--- src/hdl/cds_divider.sv ---
// ----------------------------------------------------------------------------
// cds_divider
// restoring divider, one quotient bit per cycle
// ----------------------------------------------------------------------------
module cds_divider #(
   parameter int unsigned NUM_W = 56,
   parameter int unsigned DEN_W = 40
) (
   input  logic             clock,
   input  logic             reset,
   input  logic             start,
   input  logic [NUM_W-1:0] numer,
   input  logic [DEN_W-1:0] denom,
   output logic             done,
   output logic [NUM_W-1:0] quot
);
   localparam int unsigned CNT_W = $clog2(NUM_W + 1);

   logic [NUM_W-1:0] q_ff, q_in;
   logic [DEN_W:0]   r_ff, r_in;
   logic [DEN_W-1:0] d_ff;
   logic [CNT_W-1:0] cnt_ff, cnt_in;
   logic             busy_ff, busy_in;
   logic             done_ff, done_in;
   logic [DEN_W+1:0] trial;

   always_comb begin
      q_in = q_ff;
      r_in = r_ff;
      cnt_in = cnt_ff;
      busy_in = busy_ff;
      done_in = 1'b0;
      trial = {r_ff, q_ff[NUM_W-1]} - {2'b00, d_ff};
      if (start) begin
         q_in = numer;
         r_in = '0;
         cnt_in = CNT_W'(NUM_W);
         busy_in = 1'b1;
      end else if (busy_ff) begin
         if (!trial[DEN_W+1]) begin
            r_in = trial[DEN_W:0];
            q_in = {q_ff[NUM_W-2:0], 1'b1};
         end else begin
            r_in = {r_ff[DEN_W-1:0], q_ff[NUM_W-1]};
            q_in = {q_ff[NUM_W-2:0], 1'b0};
         end
         cnt_in = cnt_ff - 1'b1;
         if (cnt_ff == CNT_W'(1)) begin
            busy_in = 1'b0;
            done_in = 1'b1;
         end
      end
   end

   always_ff @(posedge clock) begin
      if (reset) begin
         busy_ff <= 1'b0;
         done_ff <= 1'b0;
         cnt_ff <= '0;
      end else begin
         busy_ff <= busy_in;
         done_ff <= done_in;
         cnt_ff <= cnt_in;
      end
      q_ff <= q_in;
      r_ff <= r_in;
      if (start) d_ff <= denom;
   end

   assign done = done_ff;
   assign quot = q_ff;
endmodule

--- config.mk ---
export PLATFORM = sky130hd
export DESIGN_NAME = cds_divider
export DESIGN_NICKNAME = d
export VERILOG_FILES = /design/src/hdl/cds_divider.sv
export SDC_FILE = /design/constraint.sdc
export NUM_CORES = 1
export LEC_CHECK = 0
export ABC_AREA = 1
export BUFFER_PORTS_ARGS = -buffer_cell sky130_fd_sc_hd__buf_2
export CAP_MARGIN = 10
export CORE_ASPECT_RATIO = 0.8
export CORE_MARGIN = 2
export CORE_UTILIZATION = 35
export CTS_CLUSTER_SIZE = 28
export DETAILED_ROUTE_END_ITERATION = 8
export PLACE_DENSITY_LB_ADDON = 0.12
export SYNTH_ARGS = -nofsm -noshare
export SYNTH_HDL_FRONTEND = slang
export SYNTH_SLANG_ARGS = --single-unit
export TNS_END_PERCENT = 10
--- constraint.sdc ---
create_clock -name clock -period 2.3 [get_ports clock]
set_input_delay 0.115 -clock clock [delete_from_list [all_inputs] [get_ports clock]]
set_output_delay 0.115 -clock clock [all_outputs]
set_load 0.01 [all_outputs]
Word-level counts from Yosys, hierarchy flattened
Index checks and enable logic that the tools add are counted.

Word-level logic and storage cells: 24. Register bits after elaboration: 145. Input bits: 99. Output and inout port bits: 57.

Add/sub/neg operators: 2. Mux-type cells: 10. Reduce and logical (&&, ||, !) cells: 3. Bitwise logic cells: 1. Equal/unequal tests: 1.

Operators by type and width (number): $mux 56 (2); $sub 42x40->42 (1); $mux 41 (1); $mux 6 (2); $eq 6x1->1 const B (1); $sub 6x1->6 const B (1); $mux 1 (5); $reduce_or 3->1 (1); $reduce_bool 2->1 (1); $reduce_or 2->1 (1); $not 1->1 (1).

Logic depth before layout (Yosys ltp)
Word-level depth: 4. Mapped depth: 18. Depth with buffers taken out: 18.

Least setup slack after synthesis
Ideal clock, no wire load.

Path kind: register to register. Start point: register busy_ff. End point: register q_ff[0], in the netlist quot[0] (enable). Stages on the path, launching flop included: 5. Clock period less this slack: 2373 ps. Required time: 1890 ps. Arrival: 1963 ps. Path buffers: 2. Library setup time: 410 ps. Path slack: -73 ps. Path through: dfxtp_1 > clkbuf_1 > nor2_1 > clkbuf_1 > inv_1.

Word-level cells in the longest chain between the ends: 1.

RTL lines: start, declared (line 23) `logic busy_ff, busy_in;`; start signal, assigned (line 61) `busy_ff <= busy_in;`; $reduce_bool 2->1 (no source line); end signal, assigned (line 65) `q_ff <= q_in;`; end, declared (line 19) `logic [NUM_W-1:0] q_ff, q_in;`.

Every way passes these cells. A chain may end at the register's enable or synchronous reset.

Worst setup path in the final report
Start point: register d_ff[16]. End point: register r_ff[36].

Word-level cells in the longest chain between the ends: 2.

RTL lines: start, declared (line 21) `logic [DEN_W-1:0] d_ff;`; start signal, assigned (line 67) `if (start) d_ff <= denom;`; $sub 42x40->42 (line 33) `trial = {r_ff, q_ff[NUM_W-1]} - {2'b00, d_ff};`; $mux 41 (line 40) `if (!trial[DEN_W+1]) begin`; end signal, assigned (line 66) `r_ff <= r_in;`; end, declared (line 20) `logic [DEN_W:0] r_ff, r_in;`.

Every way passes these cells.

==> impl_metrics.toml <==
[outcome]
status = "completed"

[synthesis]
ys_seq_area_share_pct = 40.7
ys_async_sr_fraction_pct = 0
synth.avg_cell_area_um2 = 7.07
ys_types = 45
post-synth-top-area-cell = "edfxtp_1"
synth_seq_cells = 145
ys.flop_type = "edfxtp_1"
synth_cells = 1342
yosysTopAreaCellShare_pct = 30.4
ys_warn_count = 0
synth_edf_count = 96
syn-cell-area_um2 = 9490
syn_nets = 1484
synthTopCellsByArea = "edfxtp_1 (30%), nand2_1 (23%), dfxtp_1 (10%), inv_1 (9.2%), ha_1 (5.5%)"

[placed_design]
placed_cell_area_um2 = 11000
hpwl_mm = 20.5
gp_congestion = 0.919
dp_cells = 1873
dpl_worst_slack_ps = -185
numPortBuffers = 155

[finish]
seqCellArea_um2 = 3860
final_area_um2 = 13500
antenna_cells = 0
fin_util_pct = 51.1
layout-drive-gt1-share_pct = 26.4
fin_nets = 1798
areaGrowthSynthToFinish_pct = 42.4
multiInputGateArea_um2 = 5210
fill_cells = 2634
instances_no_fill = 2026

[hold_path]
hold_path_class = "input port to flop"
worstHoldPathCells = 3

[pwr]
clockPowerShare_pct = 43.1
power_leakage_uw = 0.00680
swShare_pct = 26.0
power_density_nw_per_um2 = 543
p_sw_uw = 1910
p_int_uw = 5430
p_total_uw = 7340
comb_power_share_pct = 15.1
p_seq_share_pct = 41.8
ir_drop_mv = 0.523

[setup_path]
reg2regPathDepth = 13
cp.arrival_ps = 2590
start_kind = "flop"
worstPathRequired_ps = 2620
crit_fanout = 4
endpoint_kind = "flop"
critPathKind = "flop to flop"

[timing]
fin_crit_ps = 2260
timing.final.crit_share_pct = 98.4
setup_violations = 0
finalMaxSlewViolations = 0
relSlewSlack_pct = 58.1
worst_pin_slew_ps = 629
max_freq_ghz = 0.442
fin_skew_ps = 12.7
grt_setup_unrepaired = "true"
fin_ws_ps = 36.2
hold_viol = 0

[grt]
grt_pass1_wl_mm = 43.1
grt_pass1_vias = 8350
gr-total-overflow = 0
antenna_found_initial = 0
grt_start_max_net_pins = 59
grt.total_usage_pct = 19.3

[route]
first_pass_iters = 4
drt_iter0_drc = 644
avgViaCountPerCell = 4.47
drc = 0
num_vias = 9065
wirelength_mm = 29.5
wl_per_cell_um = 14.6
antenna_left = 0

[clocking]
clock-sinks = 145
cts_buffers = 17
cts_tree = "yes"
htreeDepth = 4
cts_max_path_buffers = 2
clkTransAtPathRegs_ps = 70
clockRootBuffer = "clkbuf_16"
clock_latency_ps = 430

[floorplan]
io_pins = 156
fp.coreArea_um2 = 26500
die_h_um = 151
row_count = 53
die_area_um2 = 28500
initial_core_util_pct = 35.9
die_w_um = 188

[job]
max_cap_viol_count = 0
cell usage in the layout, fill, tap and decap left out, drive strengths merged, types with 4 or more instances in the layout:
cell type and instances:
clkinv 5, dfxtp 49, inv 237, bufinv 5
dlygate4sd3 96, nand4 5, nand2 608, clkbuf 24
ha 42, xor2 10, nor3 4, xnor2 15
buf 221, o21a 4, nand3 78, a21oi 35
o21ai 20, nor2 96, edfxtp 96
area by class of cell:
class | instances | area share (%)
Clock buffer | 18 | 3.18
Clock inverter | 14 | 1.68
Inverter | 236 | 6.58
Multi-Input combinational cell | 933 | 38.5
Sequential cell | 145 | 28.6
Tap cell | 357 | 3.30
Timing Repair Buffer | 323 | 18.1
power by group through the flow:
stage / sequential [uW] / combinational [uW] / clock (uW)
global route: 3090 / 1230 / 3340
detailed placement: 3120 / 878 / 0
floorplan: 3160 / 463 / 0
finish: 3070 / 1110 / 3160
global placement: 3120 / 875 / 0
CTS: 3070 / 1010 / 3250
worst paths after layout:
| check | start | to | slack (ps) |
|---|---|---|---|
| max reg2reg | d_ff[16] | r_ff[36] | 40 |
| min reg2reg | r_ff[5] | r_ff[5] | 480 |
| max | d_ff[16] | r_ff[36] | 40 |
| min | numer[0] | quot[0] | 90 |
registers in the layout, indices dropped and copies added, names as in the netlist:
signal	flops
busy_ff	1
cnt_ff	6
d_ff	40
done	1
quot	56
r_ff	41
cell usage after synthesis (2+ instances only):
library cell	count
nand3_2	13
xor2_1	10
ha_1	42
buf_12	2
nand4_1	4
nor4_1	2
buf_4	2
nand2_2	31
o21ai_2	4
buf_1	2
nand3b_1	2
nand2_1	573
nand2_4	2
nand3_1	64
nor2_1	81
o21ai_0	15
dfxtp_1	49
clkbuf_1	16
xnor2_1	15
a31oi_1	3
a21oi_1	32
inv_2	3
inv_1	232
a21oi_2	2
edfxtp_1	96
buf_6	4
buf_2	2
nor3_1	3
o21bai_1	2
o21a_1	4
nor2_4	4
nor2_2	11
or2_2	3
through the flow:
step | hold WS [ps] | TNS (ps)
after floorplan | 184 | 0
after global placement | 292 | -1000
after detailed placement | 293 | -854
after CTS | 83.3 | -8.87
after global routing | 86.2 | -1050
final | 87.4 | 0
routing by layer:
metal  wire length [um]  vias to the layer above  track usage (%)
met1              15500                     4126             29.2
met5                  0                        -                0
met3               1310                       18             3.41
met4                274                        0             4.45
li1                   -                     4733                -
met2              12500                      188             28.3
worst max-delay path: stages, from the launching register on:
cell	delay, ps
edfxtp_1	350
inv_2	50
ha_4	290
nand2_2	90
nor2_2	170
nand2_1	130
nor2_4	190
nand3_4	120
nand4_1	130
buf_6	140
nand2_4	90
buf_4	160
nor2_2	170
o21ai_2	80
kinds of logic after synthesis:
logic type      after synthesis  synth area share (%)
compound gates               67                  4.17
xor+xnor                     25                  2.31
fa+ha+maj                    43                  5.75
buf+inv                     265                  11.4
flops                       145                  40.7
simple gates                797                  35.7
timing repair:
action / CTS / global route
setup buffers: 2 / 14
endpoints found under the hold margin: 99 / 0
endpoints found under the setup margin: 12 / 42
cloned: 0 / 9
hold buffers: 96 / 0
resized for setup: 8 / 120
pin swaps: 1 / 44
Power figures use the tool's default switching activity.
